`src/sv/ccc_pkg.sv`:
```
`timescale 1ns / 1ps

package ccc_pkg;

	localparam logic [9:0] DUTY_MAX        = 10'd1023;
	localparam logic [9:0] DUTY_INIT       = 10'd205;
	localparam logic [4:0] ZC_BACKUP_TICKS = 5'd18;

	typedef enum logic [2:0] {
		MODE_INIT = 3'd0,
		MODE_SS   = 3'd1,
		MODE_LM   = 3'd2,
		MODE_CC   = 3'd3,
		MODE_CV   = 3'd4,
		MODE_STOP = 3'd5,
		MODE_MON  = 3'd6,
		MODE_SHUT = 3'd7
	} ccc_mode_t;

	// configuration register indexes
	localparam logic [2:0] REG_CV_SETPOINT       = 3'd0;
	localparam logic [2:0] REG_CV_TIMEOUT        = 3'd1;
	localparam logic [2:0] REG_MAX_CURRENT       = 3'd2;
	localparam logic [2:0] REG_BRANCH_LIMIT      = 3'd3;
	localparam logic [2:0] REG_LOAD_RESET_MARGIN = 3'd4;
	localparam logic [2:0] REG_LOAD_DEADBAND     = 3'd5;
	localparam logic [2:0] REG_RESTART_VOLTAGE   = 3'd6;

	typedef struct packed {
		logic [11:0] cv_setpoint;
		logic [14:0] cv_time_limit;
		logic [11:0] max_current;
		logic [11:0] branch_limit;
		logic [7:0]  load_reset_margin;
		logic [7:0]  load_deadband;
		logic [11:0] restart_voltage;
	} ccc_cfg_t;

	typedef struct packed {
		logic [11:0] vbatt_avg;
		logic [11:0] ilimit_rms;
		logic [11:0] iline_avg;
		logic        zero_cross;
		logic        avg_valid;
		logic        stop_pulse;
		logic        restart_cycle;
		logic        minute_tick;
		logic        ac_qualified;
		logic        charge_enable;
	} ccc_req_t;

	typedef struct packed {
		ccc_mode_t   mode;
		ccc_mode_t   resume_mode;
		logic [9:0]  duty;
		logic [4:0]  zc_count;
		logic [14:0] cv_left;
		logic        cv_done;
		logic        complete;
		logic [15:0] cc_elapsed;
		logic [1:0]  ac_loss;
		logic        stop_pending;
	} ccc_state_t;

	typedef struct packed {
		logic [2:0]  charge_state;
		logic [9:0]  duty_value;
		logic [11:0] current_setpoint;
		logic        complete_flag;
		logic        cv_expired;
		logic [15:0] cc_minutes;
		logic        shutdown_flag;
	} ccc_res_t;

	// add a signed step to the duty and clamp to 0..DUTY_MAX
	function automatic logic [9:0] duty_add(input logic [9:0] d, input logic signed [7:0] delta);
		logic signed [11:0] v;
		v = $signed({2'b00, d}) + $signed({{4{delta[7]}}, delta});
		if (v < 12'sd0)
			return 10'd0;
		else if (v > $signed({2'b00, DUTY_MAX}))
			return DUTY_MAX;
		else
			return v[9:0];
	endfunction

endpackage

```
`src/sv/cc_cv_charger_controller.sv`:
```
// cc/cv charger sequencer, one control tick per request
// an accepted request is held in the input register, then its state and result are registered
// throughput: one request per clock unless the result stalls; state loop closes through ccc_step
// reset: arst_n clears all control state at once; request payload and result data are not reset
`timescale 1ns / 1ps

module cc_cv_charger_controller (
	input  logic        clk,
	input  logic        arst_n,

	// request channel
	input  logic        in_valid,
	output logic        in_stall,
	input  logic [11:0] vbatt_avg,
	input  logic [11:0] ilimit_rms,
	input  logic [11:0] iline_avg,
	input  logic        zero_cross,
	input  logic        avg_valid,
	input  logic        stop_pulse,
	input  logic        restart_cycle,
	input  logic        minute_tick,
	input  logic        ac_qualified,
	input  logic        charge_enable,

	// result channel
	output logic        out_valid,
	input  logic        out_stall,
	output logic [2:0]  charge_state,
	output logic [9:0]  duty_value,
	output logic [11:0] current_setpoint,
	output logic        complete_flag,
	output logic        cv_expired,
	output logic [15:0] cc_minutes,
	output logic        shutdown_flag,

	// configuration write channel
	input  logic        cfg_valid,
	output logic        cfg_ready,
	input  logic [2:0]  cfg_index,
	input  logic [14:0] cfg_data
);
	import ccc_pkg::*;

	ccc_cfg_t   cfg;
	ccc_req_t   req_s1;
	logic       valid_s1;
	ccc_state_t state_q;
	ccc_state_t state_nxt;
	ccc_res_t   res_nxt;
	ccc_res_t   res_q;
	logic       out_valid_q;
	logic       advance;

	// configuration register file
	ccc_cfg u_cfg (
		.clk       (clk),
		.arst_n    (arst_n),
		.cfg_valid (cfg_valid),
		.cfg_ready (cfg_ready),
		.cfg_index (cfg_index),
		.cfg_data  (cfg_data),
		.cfg       (cfg)
	);

	// the held request moves on when the result register is empty or being drained
	assign advance  = valid_s1 && (!out_valid_q || !out_stall);
	// input register refills in the same cycle it empties
	assign in_stall = valid_s1 && !advance;

	always_ff @(posedge clk or negedge arst_n) begin
		if (!arst_n) begin
			valid_s1 <= 1'b0;
		end else if (in_valid && !in_stall) begin
			valid_s1 <= 1'b1;
		end else if (advance) begin
			valid_s1 <= 1'b0;
		end
	end

	// request payload, no reset needed
	always_ff @(posedge clk) begin
		if (in_valid && !in_stall) begin
			req_s1 <= '{vbatt_avg:      vbatt_avg,
			            ilimit_rms:     ilimit_rms,
			            iline_avg:      iline_avg,
			            zero_cross:     zero_cross,
			            avg_valid:      avg_valid,
			            stop_pulse:     stop_pulse,
			            restart_cycle:  restart_cycle,
			            minute_tick:    minute_tick,
			            ac_qualified:   ac_qualified,
			            charge_enable:  charge_enable};
		end
	end

	// one control tick: stop latch, cycle reset, minute timers, zero-cross count, state machine
	ccc_step u_step (
		.cfg (cfg),
		.req (req_s1),
		.cur (state_q),
		.nxt (state_nxt),
		.res (res_nxt)
	);

	// sequencer state, committed only when a request advances
	always_ff @(posedge clk or negedge arst_n) begin
		if (!arst_n) begin
			state_q <= '{mode: MODE_INIT, resume_mode: MODE_INIT, duty: DUTY_INIT,
			             ac_loss: 2'd2, default: '0};
		end else if (advance) begin
			state_q <= state_nxt;
		end
	end

	// result register, holds while the consumer stalls
	always_ff @(posedge clk or negedge arst_n) begin
		if (!arst_n) begin
			out_valid_q <= 1'b0;
		end else if (advance) begin
			out_valid_q <= 1'b1;
		end else if (!out_stall) begin
			out_valid_q <= 1'b0;
		end
	end

	always_ff @(posedge clk) begin
		if (advance) begin
			res_q <= res_nxt;
		end
	end

	assign out_valid        = out_valid_q;
	assign charge_state     = res_q.charge_state;
	assign duty_value       = res_q.duty_value;
	assign current_setpoint = res_q.current_setpoint;
	assign complete_flag    = res_q.complete_flag;
	assign cv_expired       = res_q.cv_expired;
	assign cc_minutes       = res_q.cc_minutes;
	assign shutdown_flag    = res_q.shutdown_flag;

endmodule

```
`src/sv/ccc_cfg.sv`:
```
`timescale 1ns / 1ps

module ccc_cfg (
	input  logic             clk,
	input  logic             arst_n,
	input  logic             cfg_valid,
	output logic             cfg_ready,
	input  logic [2:0]       cfg_index,
	input  logic [14:0]      cfg_data,
	output ccc_pkg::ccc_cfg_t cfg
);
	import ccc_pkg::*;

	ccc_cfg_t cfg_q;

	assign cfg_ready = 1'b1;
	assign cfg      = cfg_q;

	always_ff @(posedge clk or negedge arst_n) begin
		if (!arst_n) begin
			cfg_q <= '{load_reset_margin: 8'd30, load_deadband: 8'd5, default: '0};
		end else if (cfg_valid && cfg_ready) begin
			unique case (cfg_index)
				REG_CV_SETPOINT:       cfg_q.cv_setpoint       <= cfg_data[11:0];
				REG_CV_TIMEOUT:        cfg_q.cv_time_limit     <= cfg_data;
				REG_MAX_CURRENT:       cfg_q.max_current       <= cfg_data[11:0];
				REG_BRANCH_LIMIT:      cfg_q.branch_limit      <= cfg_data[11:0];
				REG_LOAD_RESET_MARGIN: cfg_q.load_reset_margin <= cfg_data[7:0];
				REG_LOAD_DEADBAND:     cfg_q.load_deadband     <= cfg_data[7:0];
				REG_RESTART_VOLTAGE:   cfg_q.restart_voltage   <= cfg_data[11:0];
				default: ;
			endcase
		end
	end

endmodule

```
`src/sv/ccc_step.sv`:
```
`timescale 1ns / 1ps

module ccc_step (
	input  ccc_pkg::ccc_cfg_t   cfg,
	input  ccc_pkg::ccc_req_t   req,
	input  ccc_pkg::ccc_state_t cur,
	output ccc_pkg::ccc_state_t nxt,
	output ccc_pkg::ccc_res_t   res
);
	import ccc_pkg::*;

	ccc_state_t         s;
	ccc_mode_t          seen;
	logic [11:0]        amps;
	logic               zc;
	logic [4:0]         zc_inc;
	logic [12:0]        lim_reset;
	logic [12:0]        lim_band;
	logic signed [13:0] lm_floor;
	logic signed [13:0] lm_up_diff;
	logic               lm_below;
	logic [11:0]        lm_dn_diff;
	logic [7:0]         lm_dn_mag;
	logic [7:0]         lm_up_mag;
	logic [11:0]        cv_hi_diff;
	logic [11:0]        cv_lo_diff;
	logic [7:0]         cv_hi_mag;
	logic [7:0]         cv_lo_mag;

	function automatic ccc_state_t cycle_reset(input ccc_state_t st, input logic [14:0] timeout);
		ccc_state_t r;
		r             = st;
		r.mode        = MODE_INIT;
		r.resume_mode = MODE_INIT;
		r.cc_elapsed  = 16'd0;
		r.cv_left     = timeout;
		r.cv_done     = 1'b0;
		r.complete    = 1'b0;
		return r;
	endfunction

	// thresholds and capped error steps
	assign lim_reset  = {1'b0, cfg.branch_limit} + {5'b0, cfg.load_reset_margin};
	assign lim_band   = {1'b0, cfg.branch_limit} + {5'b0, cfg.load_deadband};
	assign lm_floor   = $signed({2'b00, cfg.branch_limit}) - $signed({6'b0, cfg.load_deadband});
	assign lm_up_diff = lm_floor - $signed({2'b00, req.iline_avg});
	assign lm_below   = $signed({2'b00, req.iline_avg}) < lm_floor;
	assign lm_dn_diff = req.iline_avg - cfg.branch_limit;
	assign lm_dn_mag  = (lm_dn_diff > 12'd10) ? 8'd10 : lm_dn_diff[7:0];
	assign lm_up_mag  = (lm_up_diff > 14'sd10) ? 8'd10 : lm_up_diff[7:0];
	assign cv_hi_diff = req.vbatt_avg - cfg.cv_setpoint;
	assign cv_lo_diff = cfg.cv_setpoint - req.vbatt_avg;
	assign cv_hi_mag  = (cv_hi_diff > 12'd30) ? 8'd30 : cv_hi_diff[7:0];
	assign cv_lo_mag  = (cv_lo_diff > 12'd30) ? 8'd30 : cv_lo_diff[7:0];
	assign zc_inc     = cur.zc_count + 5'd1;

	always_comb begin
		s    = cur;
		amps = cfg.max_current;
		zc   = 1'b0;
		seen = cur.mode;

		if (req.stop_pulse)
			s.stop_pending = 1'b1;
		if (req.restart_cycle)
			s = cycle_reset(s, cfg.cv_time_limit);

		// minute timers act on the mode held before any ac-loss reset
		if (req.minute_tick) begin
			seen = s.mode;
			if (req.ac_qualified)
				s.ac_loss = 2'd2;
			if (s.ac_loss != 2'd0)
				s.ac_loss = s.ac_loss - 2'd1;
			else
				s = cycle_reset(s, cfg.cv_time_limit);
			if (req.charge_enable) begin
				if (seen == MODE_CC) begin
					if (s.cc_elapsed != 16'hFFFF)
						s.cc_elapsed = s.cc_elapsed + 16'd1;
				end else if (seen == MODE_CV && !s.cv_done) begin
					if (s.cv_left <= 15'd1) begin
						s.cv_left = 15'd0;
						s.cv_done = 1'b1;
					end else begin
						s.cv_left = s.cv_left - 15'd1;
					end
				end
			end
		end

		// control tick on a crossing or on the backup count
		s.zc_count = zc_inc;
		if (req.zero_cross || zc_inc >= ZC_BACKUP_TICKS) begin
			s.zc_count = 5'd0;
			zc         = 1'b1;
		end

		unique case (s.mode)
			MODE_INIT: begin
				s.duty = DUTY_INIT;
				if (req.avg_valid)
					s.mode = (s.resume_mode != MODE_INIT) ? s.resume_mode : MODE_SS;
			end
			MODE_SS: begin
				amps = (cfg.branch_limit < cfg.max_current) ? cfg.branch_limit : cfg.max_current;
				if (s.stop_pending)
					s.mode = MODE_STOP;
				else if (s.cv_done)
					s.mode = MODE_MON;
				else if (req.vbatt_avg >= cfg.cv_setpoint)
					s.mode = MODE_CV;
				else if (req.ilimit_rms >= cfg.max_current)
					s.mode = MODE_CC;
				else if (req.iline_avg >= cfg.branch_limit)
					s.mode = MODE_LM;
				else if (zc)
					s.duty = duty_add(s.duty, 8'sd10);
			end
			MODE_LM: begin
				s.resume_mode = MODE_LM;
				if (zc) begin
					amps = cfg.branch_limit;
					if (s.stop_pending)
						s.mode = MODE_STOP;
					else if ({1'b0, req.iline_avg} > lim_reset) begin
						s.duty = DUTY_INIT;
						s.mode = MODE_SS;
					end else if (req.iline_avg > cfg.branch_limit)
						s.duty = duty_add(s.duty, 8'sd0 - $signed(lm_dn_mag));
					else if (lm_below) begin
						if (req.vbatt_avg >= cfg.cv_setpoint)
							s.mode = MODE_CV;
						else if (req.ilimit_rms >= cfg.max_current)
							s.mode = MODE_CC;
						else
							s.duty = duty_add(s.duty, $signed(lm_up_mag));
					end
				end
			end
			MODE_CC: begin
				s.resume_mode = MODE_CC;
				if (zc) begin
					if (s.stop_pending)
						s.mode = MODE_STOP;
					else if (req.vbatt_avg >= cfg.cv_setpoint)
						s.mode = MODE_CV;
					else if ({1'b0, req.iline_avg} > lim_reset) begin
						s.duty = DUTY_INIT;
						s.mode = MODE_SS;
					end else if ({1'b0, req.iline_avg} > lim_band)
						s.mode = MODE_LM;
					else if (req.ilimit_rms > cfg.max_current)
						s.duty = duty_add(s.duty, -8'sd1);
					else if (req.ilimit_rms < cfg.max_current)
						s.duty = duty_add(s.duty, 8'sd1);
				end
			end
			MODE_CV: begin
				s.resume_mode = MODE_CV;
				if (s.stop_pending)
					s.mode = MODE_STOP;
				else if (s.cv_done) begin
					s.complete = 1'b1;
					s.mode     = MODE_MON;
				end else if ({1'b0, req.iline_avg} > lim_reset) begin
					s.duty = DUTY_INIT;
					s.mode = MODE_SS;
				end else if (req.iline_avg >= cfg.branch_limit)
					s.mode = MODE_LM;
				else if (req.ilimit_rms > cfg.max_current)
					s.mode = MODE_CC;
				else if (zc) begin
					if (req.vbatt_avg > cfg.cv_setpoint)
						s.duty = duty_add(s.duty, 8'sd0 - $signed(cv_hi_mag));
					else if (req.vbatt_avg < cfg.cv_setpoint)
						s.duty = duty_add(s.duty, $signed(cv_lo_mag));
				end
			end
			MODE_STOP: begin
				if (zc) begin
					s.duty = duty_add(s.duty, -8'sd100);
					if (s.duty == 10'd0) begin
						if (s.stop_pending) begin
							s.stop_pending = 1'b0;
							s.mode         = MODE_SHUT;
						end else if (s.complete)
							s.mode = MODE_MON;
						else
							s.mode = s.resume_mode;
					end
				end
			end
			MODE_MON: begin
				s.duty = duty_add(s.duty, -8'sd1);
				if (zc) begin
					if (s.stop_pending) begin
						s.stop_pending = 1'b0;
						s.mode         = MODE_SHUT;
					end else if (s.complete) begin
						s.resume_mode = MODE_MON;
						if (req.vbatt_avg < cfg.restart_voltage) begin
							s      = cycle_reset(s, cfg.cv_time_limit);
							s.mode = MODE_CV;
						end
					end
				end
			end
			MODE_SHUT: ;
			default: ;
		endcase
	end

	assign nxt                  = s;
	assign res.charge_state     = s.mode;
	assign res.duty_value       = s.duty;
	assign res.current_setpoint = amps;
	assign res.complete_flag    = s.complete;
	assign res.cv_expired       = s.cv_done;
	assign res.cc_minutes       = s.cc_elapsed;
	assign res.shutdown_flag    = (s.mode == MODE_SHUT);

endmodule

```
`config.mk`:
```
export PLATFORM = sky130hd
export DESIGN_NAME = cc_cv_charger_controller
export DESIGN_NICKNAME = d
export VERILOG_FILES = /design/src/sv/ccc_pkg.sv /design/src/sv/cc_cv_charger_controller.sv /design/src/sv/ccc_cfg.sv /design/src/sv/ccc_step.sv
export SDC_FILE = /design/constraint.sdc
export NUM_CORES = 1
export LEC_CHECK = 0
export ABC_AREA = 1
export BUFFER_PORTS_ARGS = -buffer_cell sky130_fd_sc_hd__buf_4
export CORE_MARGIN = 2
export CORE_UTILIZATION = 30
export DETAILED_ROUTE_END_ITERATION = 10
export SLEW_MARGIN = 0
export SYNTH_ARGS = -nofsm -noshare
export SYNTH_HDL_FRONTEND = slang
export SYNTH_SLANG_ARGS = --single-unit
```
`constraint.sdc`:
```
create_clock -name clk -period 6.15 [get_ports clk]
set_input_delay 1.23 -clock clk [delete_from_list [all_inputs] [get_ports clk]]
set_output_delay 1.23 -clock clk [all_outputs]
set_load 0.01 [all_outputs]
```
==> results of run 1 <==
repair_timing:
action / CTS / global route
resized for setup: 0 / 81
hold endpoints to repair: 0 / 0
endpoints found under the setup margin: 0 / 20
hold buffers: 0 / 0
setup buffers: 0 / 15
worst max-delay path, delay by kind of cell (launching register included):
kind            cells  cell delay, ps
fa+ha+maj           3             960
simple gates       26            2310
compound gates      8            1140
xor+xnor            1             160
buf+inv             4             390
flops               1             540
synthesized netlist by cell type, types with 13 or more instances:
cell type / instances
nand2_1: 688
nor3_1: 52
inv_1: 390
a21oi_1: 232
clkbuf_1: 59
edfxtp_1: 87
dfrtp_1: 126
xnor2_1: 28
o21bai_1: 13
nand3_1: 142
xor2_1: 93
nand3b_1: 13
ha_1: 187
o21ai_0: 283
o221ai_1: 18
nand4_1: 32
o211ai_1: 28
nor2_1: 217
sequential cells by signal (all words and copies together), names as in the netlist:
name	count
u_cfg.cfg	79
state_q	57
req_s1	43
cc_minutes	16
current_setpoint	12
duty_value	10
charge_state	3
complete_flag	1
cv_expired	1
out_valid	1
shutdown_flag	1
valid_s1	1
layout by cell type (no fill, tap or decap), types with 8 or more instances in the layout:
cell	instances
clkbuf_16	28
ha_1	181
clkinv_1	10
fa_1	10
inv_2	15
a21oi_1	220
a31oi_1	8
o21ai_2	11
xor2_1	92
nor2_2	13
o21ai_0	276
nand3_1	136
buf_4	174
o21bai_1	13
o221ai_1	18
nor3_1	46
dfstp_2	12
dfrtp_1	126
nor2_1	208
inv_1	382
nand2_2	15
nand2_1	674
edfxtp_1	87
a21oi_2	12
o211ai_1	28
nand4_1	32
nor4_1	8
xnor2_1	28
or2_2	11
o22ai_1	10
nand3b_1	13
o21ai_1	17
metrics by stage:
stage	TNS (ps)	hold slack (ps)	utilization (%)	worst slack, ps
2_1_floorplan	0	434.0	-	497.0
3_3_place_gp	0	460.9	33.23	151.6
3_5_place_dp	0	462.8	33.23	64.84
4_1_cts	0	478.7	34.56	66.21
5_1_grt	-344.3	495.9	35.16	-63.66
6_report	0	476.4	35.16	364.3
logic make-up (layout without fill, tap and decap cells):
logic type,Yosys count,in the layout,share of synthesized area (%)
AND/OR/NAND/NOR,1187,1187,24.56
adder cells (fa/ha/maj),198,198,12.62
buffers and inverters,480,631,9.132
XOR/XNOR,121,121,5.226
other,2,7,0.03704
AO/OA/AOI/OAI,666,666,18.43
flip-flops,225,225,29.99
cell type report:
cell class	instances	area [um^2]	share of cell area, %
multi-input cells	2179	12660	53.69
flip-flops and latches	225	6081	25.80
inverters	403	1515	6.428
repair buffers	176	1329	5.638
well taps	873	1092	4.634
clock buffers	39	812.0	3.445
clock inverters	13	85.08	0.3610
power breakdown:
group / total, mW / switching (mW) / internal (mW)
Combinational: 4.91 / 3.12 / 1.80
Clock: 1.59 / 0.667 / 0.919
Sequential: 2.13 / 0.276 / 1.85
Total: 8.62 / 4.06 / 4.56
path summary, 6_finish.rpt:
path | slack [ps] | end
max | 360 | duty_value[6]$_DFFE_PP_
min | 480 | state_q[32]$_DFFE_PN0P_
max reg2reg | 360 | duty_value[6]$_DFFE_PP_
min reg2reg | 480 | state_q[32]$_DFFE_PN0P_
max in group asynchronous | 4400 | u_cfg.cfg[39]$_DFFE_PN0P_
min in group asynchronous | 650 | state_q[39]$_DFFE_PN0P_
metal layers:
metal	vias to the layer above	track usage (%)	wire, um
met1	9206	25.41	30470
met4	0	5.881	2066
met2	574	30.23	29910
met3	116	2.489	3958
met5	-	0	0
li1	9880	-	-
==> results_dict.tcl, run 1 <==
set metrics [dict create \
    dieArea_um2 69690 \
    fill_cells 7256 \
    setup_viol 0 \
    stdcell_area_um2 23570 \
    clkLatencyLatePin_ps 570 \
    first_global_vias 18570 \
    cts_buffers 28 \
    antennaDiodeCount 0 \
    synth_top_cell_by_area "dfrtp_1" \
    h-tree-depth 1 \
    antenna_found_initial 0 \
    area_growth_pct 16.24 \
    worst_r2r_path_depth 42 \
    ys.flop_type "dfrtp_1" \
    synthesis.instances 2879 \
    synth_edf_count 87 \
    grt_pass1_wl_mm 103.2 \
    fin_crit_ps 5786 \
    fin_cells 3908 \
    drc 0 \
    wire_per_inst_um 16.99 \
    yosys_warnings 0 \
    yosys_register_bits 225 \
    pwr_density_cell_nw_per_um2 365.9 \
    placed_area_um2 22270 \
    drtAntennaViolNets 0 \
    outcome "finished, final reports clean" \
    crit_arrival_ps 6080 \
    gr-usage-all-layers_pct 18.56 \
    die_w_um 264.0 \
    finalPower_mw 8.625 \
    timing.clock.skew_ps 24.37 \
    synth_top_cell_area_share_pct 15.55 \
    clockRootBuffer "clkbuf_16" \
    drtIter0Drc 1539 \
    clk_pin_slew_worst_paths_ps 60 \
    synth_area_um2 20280 \
    rows 95 \
    nets 3277 \
    hp-class "register to register" \
    syn_area_per_cell_um2 7.043 \
    vias_per_cell 5.060 \
    ir_drop_mv 0.2175 \
    slew_headroom_pct 38.42 \
    dr.pass1.iters 6 \
    end_kind "register" \
    placedCellCount 3841 \
    yosysSeqAreaShare_pct 29.99 \
    startpoint "u_cfg.cfg[14]$_DFFE_PN1P_" \
    drv_cap 0 \
    slowest_stage "dfstp_2" \
    globalplace.congestion 0.9503 \
    max_stage_delay_ps 540 \
    synth_cell_types 64 \
    critPathKind "register to register" \
    path_max_fanout 6 \
    routed-via-count 19780 \
    cts_max_path_buffers 3 \
    tritoncts "yes" \
    r2r_start "u_cfg.cfg[14]$_DFFE_PN1P_" \
    async_flop_share_pct 61.33 \
    fmax_mhz 172.8 \
    crit_top_cell "nand2_1" \
    hold_depth 2 \
    finalHoldViolations 0 \
    die_y_um 264.0 \
    worst_pin_slew_ps 921.5 \
    coreArea_um2 67040 \
    timing.final.crit_share_pct 94.08 \
    ios 113 \
    initial_core_util_pct 30.25 \
    slew_violations 0 \
    cp.required_ps 6450 \
    routed_wl_mm 66.40 \
    netlist_top_cells_area "dfrtp_1, edfxtp_1, nand2_1" \
    cts_sinks 225 \
    post-dp-hpwl_mm 50.48 \
    p_leak_nw 11.00 \
    grt_start_max_net_pins 70 \
    grt-ovfl-total 0 \
    drive_gt1_share_pct 11.40 \
    io_buffers 111 \
    min_from "state_q[32]$_DFFE_PN0P_" \
    cp-start-kind "register" \
]
Power figures use the tool's default switching activity.
==> run 2, diff against run 1 <==
Settings changed: CAP_MARGIN from default to 25.
Clock period 6.15 ns to 7.1 ns, I/O delays scaled along.
==> results_dict.tcl, run 2 (synthesized netlist as in run 1, its figures left out) <==
set metrics [dict create \
    post_cts_buffers 0 \
    mostFrequentLayoutCells "nand2_1, inv_1, o21ai_0" \
    cts_max_path_buffers 3 \
    placedCellCount 3816 \
    cts_buffers 27 \
    slowest_stage "dfstp_2" \
    gr-usage-all-layers_pct 18.45 \
    drc 0 \
    nets 3236 \
    end_kind "register" \
    drtAntennaViolNets 0 \
    path_max_fanout 7 \
    clockRootBuffer "clkbuf_16" \
    globalplace.congestion 0.9529 \
    worst_r2r_path_depth 39 \
    timing.rr.end "duty_value[3]$_DFFE_PP_" \
    worst_pin_slew_ps 914.6 \
    crit_arrival_ps 6610 \
    drtIter0Drc 1907 \
    path_buf_inv 3 \
    dieArea_um2 69690 \
    final_common_cell "nand2_1" \
    pwr_density_cell_nw_per_um2 314.0 \
    grt_start_max_net_pins 79 \
    setup_viol 0 \
    reg2reg_setup_slack_ps 800 \
    fin_cells 3866 \
    r2r_start "u_cfg.cfg[14]$_DFFE_PN1P_" \
    crit_top_cell "nand2_1" \
    cp-start-kind "register" \
    ios 113 \
    io_buffers 111 \
    placed_area_um2 22110 \
    routed-via-count 19530 \
    timing.clock.skew_ps 30.19 \
    hp-class "register to register" \
    min_from "state_q[32]$_DFFE_PN0P_" \
    area_growth_pct 13.64 \
    tritoncts "yes" \
    vias_per_cell 5.052 \
    cp.required_ps 7410 \
    h-tree-depth 1 \
    die_y_um 264.0 \
    first_global_vias 18260 \
    postCtsResizedCells 0 \
    slew_violations 0 \
    startpoint "u_cfg.cfg[14]$_DFFE_PN1P_" \
    post-dp-hpwl_mm 50.17 \
    max_stage_delay_ps 540 \
    stdcell_area_um2 23040 \
    initial_core_util_pct 30.25 \
    clk_pin_slew_worst_paths_ps 70 \
    largest_register_ff_count 79 \
    dr.pass1.iters 6 \
    cpLargestDelayFamily "simple AND/OR/NAND/NOR gates" \
    cts-hold-fix-buffers 0 \
    holdPathEnd "state_q[32]$_DFFE_PN0P_" \
    hold_depth 2 \
    coreArea_um2 67040 \
    critPathKind "register to register" \
    antennaDiodeCount 0 \
    fin_crit_ps 6298 \
    routed_wl_mm 65.49 \
    antenna_found_initial 0 \
    clkLatencyLatePin_ps 580 \
    fmax_mhz 158.8 \
    drv_cap 0 \
    cts_sinks 225 \
    grt_pass1_wl_mm 102.7 \
    wire_per_inst_um 16.94 \
    outcome "finished, final reports clean" \
    rows 95 \
    ir_drop_mv 0.1814 \
    finalPower_mw 7.236 \
    p_leak_nw 10.81 \
    die_w_um 264.0 \
    grt-ovfl-total 0 \
    finalHoldViolations 0 \
    drive_gt1_share_pct 8.186 \
    slew_headroom_pct 38.88 \
    timing.final.crit_share_pct 88.70 \
]
==> run 2: power by group <==
group,internal [mW],leakage [nW],switching [mW]
sequential,1.60,2.57,0.253
clock,0.860,0.462,0.588
combinational,1.38,7.77,2.56
==> run 2: worst max-delay path by stage <==
stage	endpoint	slack (ps)	depth (start not counted)
floorplan	duty_value[2]$_DFFE_PP_	1450	39
global placement	duty_value[2]$_DFFE_PP_	860	39
detailed placement	duty_value[2]$_DFFE_PP_	720	39
CTS	duty_value[2]$_DFFE_PP_	710	39
global route	duty_value[3]$_DFFE_PP_	-9	43
finish	duty_value[3]$_DFFE_PP_	800	39
==> run 2: area by class of cell <==
| type | instances | area (um^2) |
|---|---|---|
| fillers | 7274 | 44000 |
| clock inverters | 17 | 188.9 |
| flip-flops and latches | 225 | 6081 |
| well taps | 873 | 1092 |
| clock buffers | 33 | 743.2 |
| repair buffers | 136 | 1045 |
| multi-input cells | 2179 | 12380 |
| inverters | 403 | 1515 |
==> run 2: tightest hold or removal path: stages (launching register included) <==
cell	delay, ps
dfrtp_1	340
nand2_1	50
nand2_1	50
==> run 2: metrics by stage <==
stage	setup WS (ps)	hold WS, ps	util [%]	setup TNS [ps]
floorplan	1447	434.0	-	0
global placement	858.2	460.8	32.93	0
detailed placement	715.8	459.1	32.98	0
CTS	713.7	481.8	34.37	0
global route	-9.013	504.2	34.37	-12.62
finish	802.4	478.0	34.37	0
==> run 2: metal layers <==
metal  GRT usage, %  up-vias  wire length, um
met5              0        -                0
met4          5.897        0             1984
met3          2.358      102             4122
met2          29.30      636            28990
met1          25.92     9013            30390
li1               -     9779                -
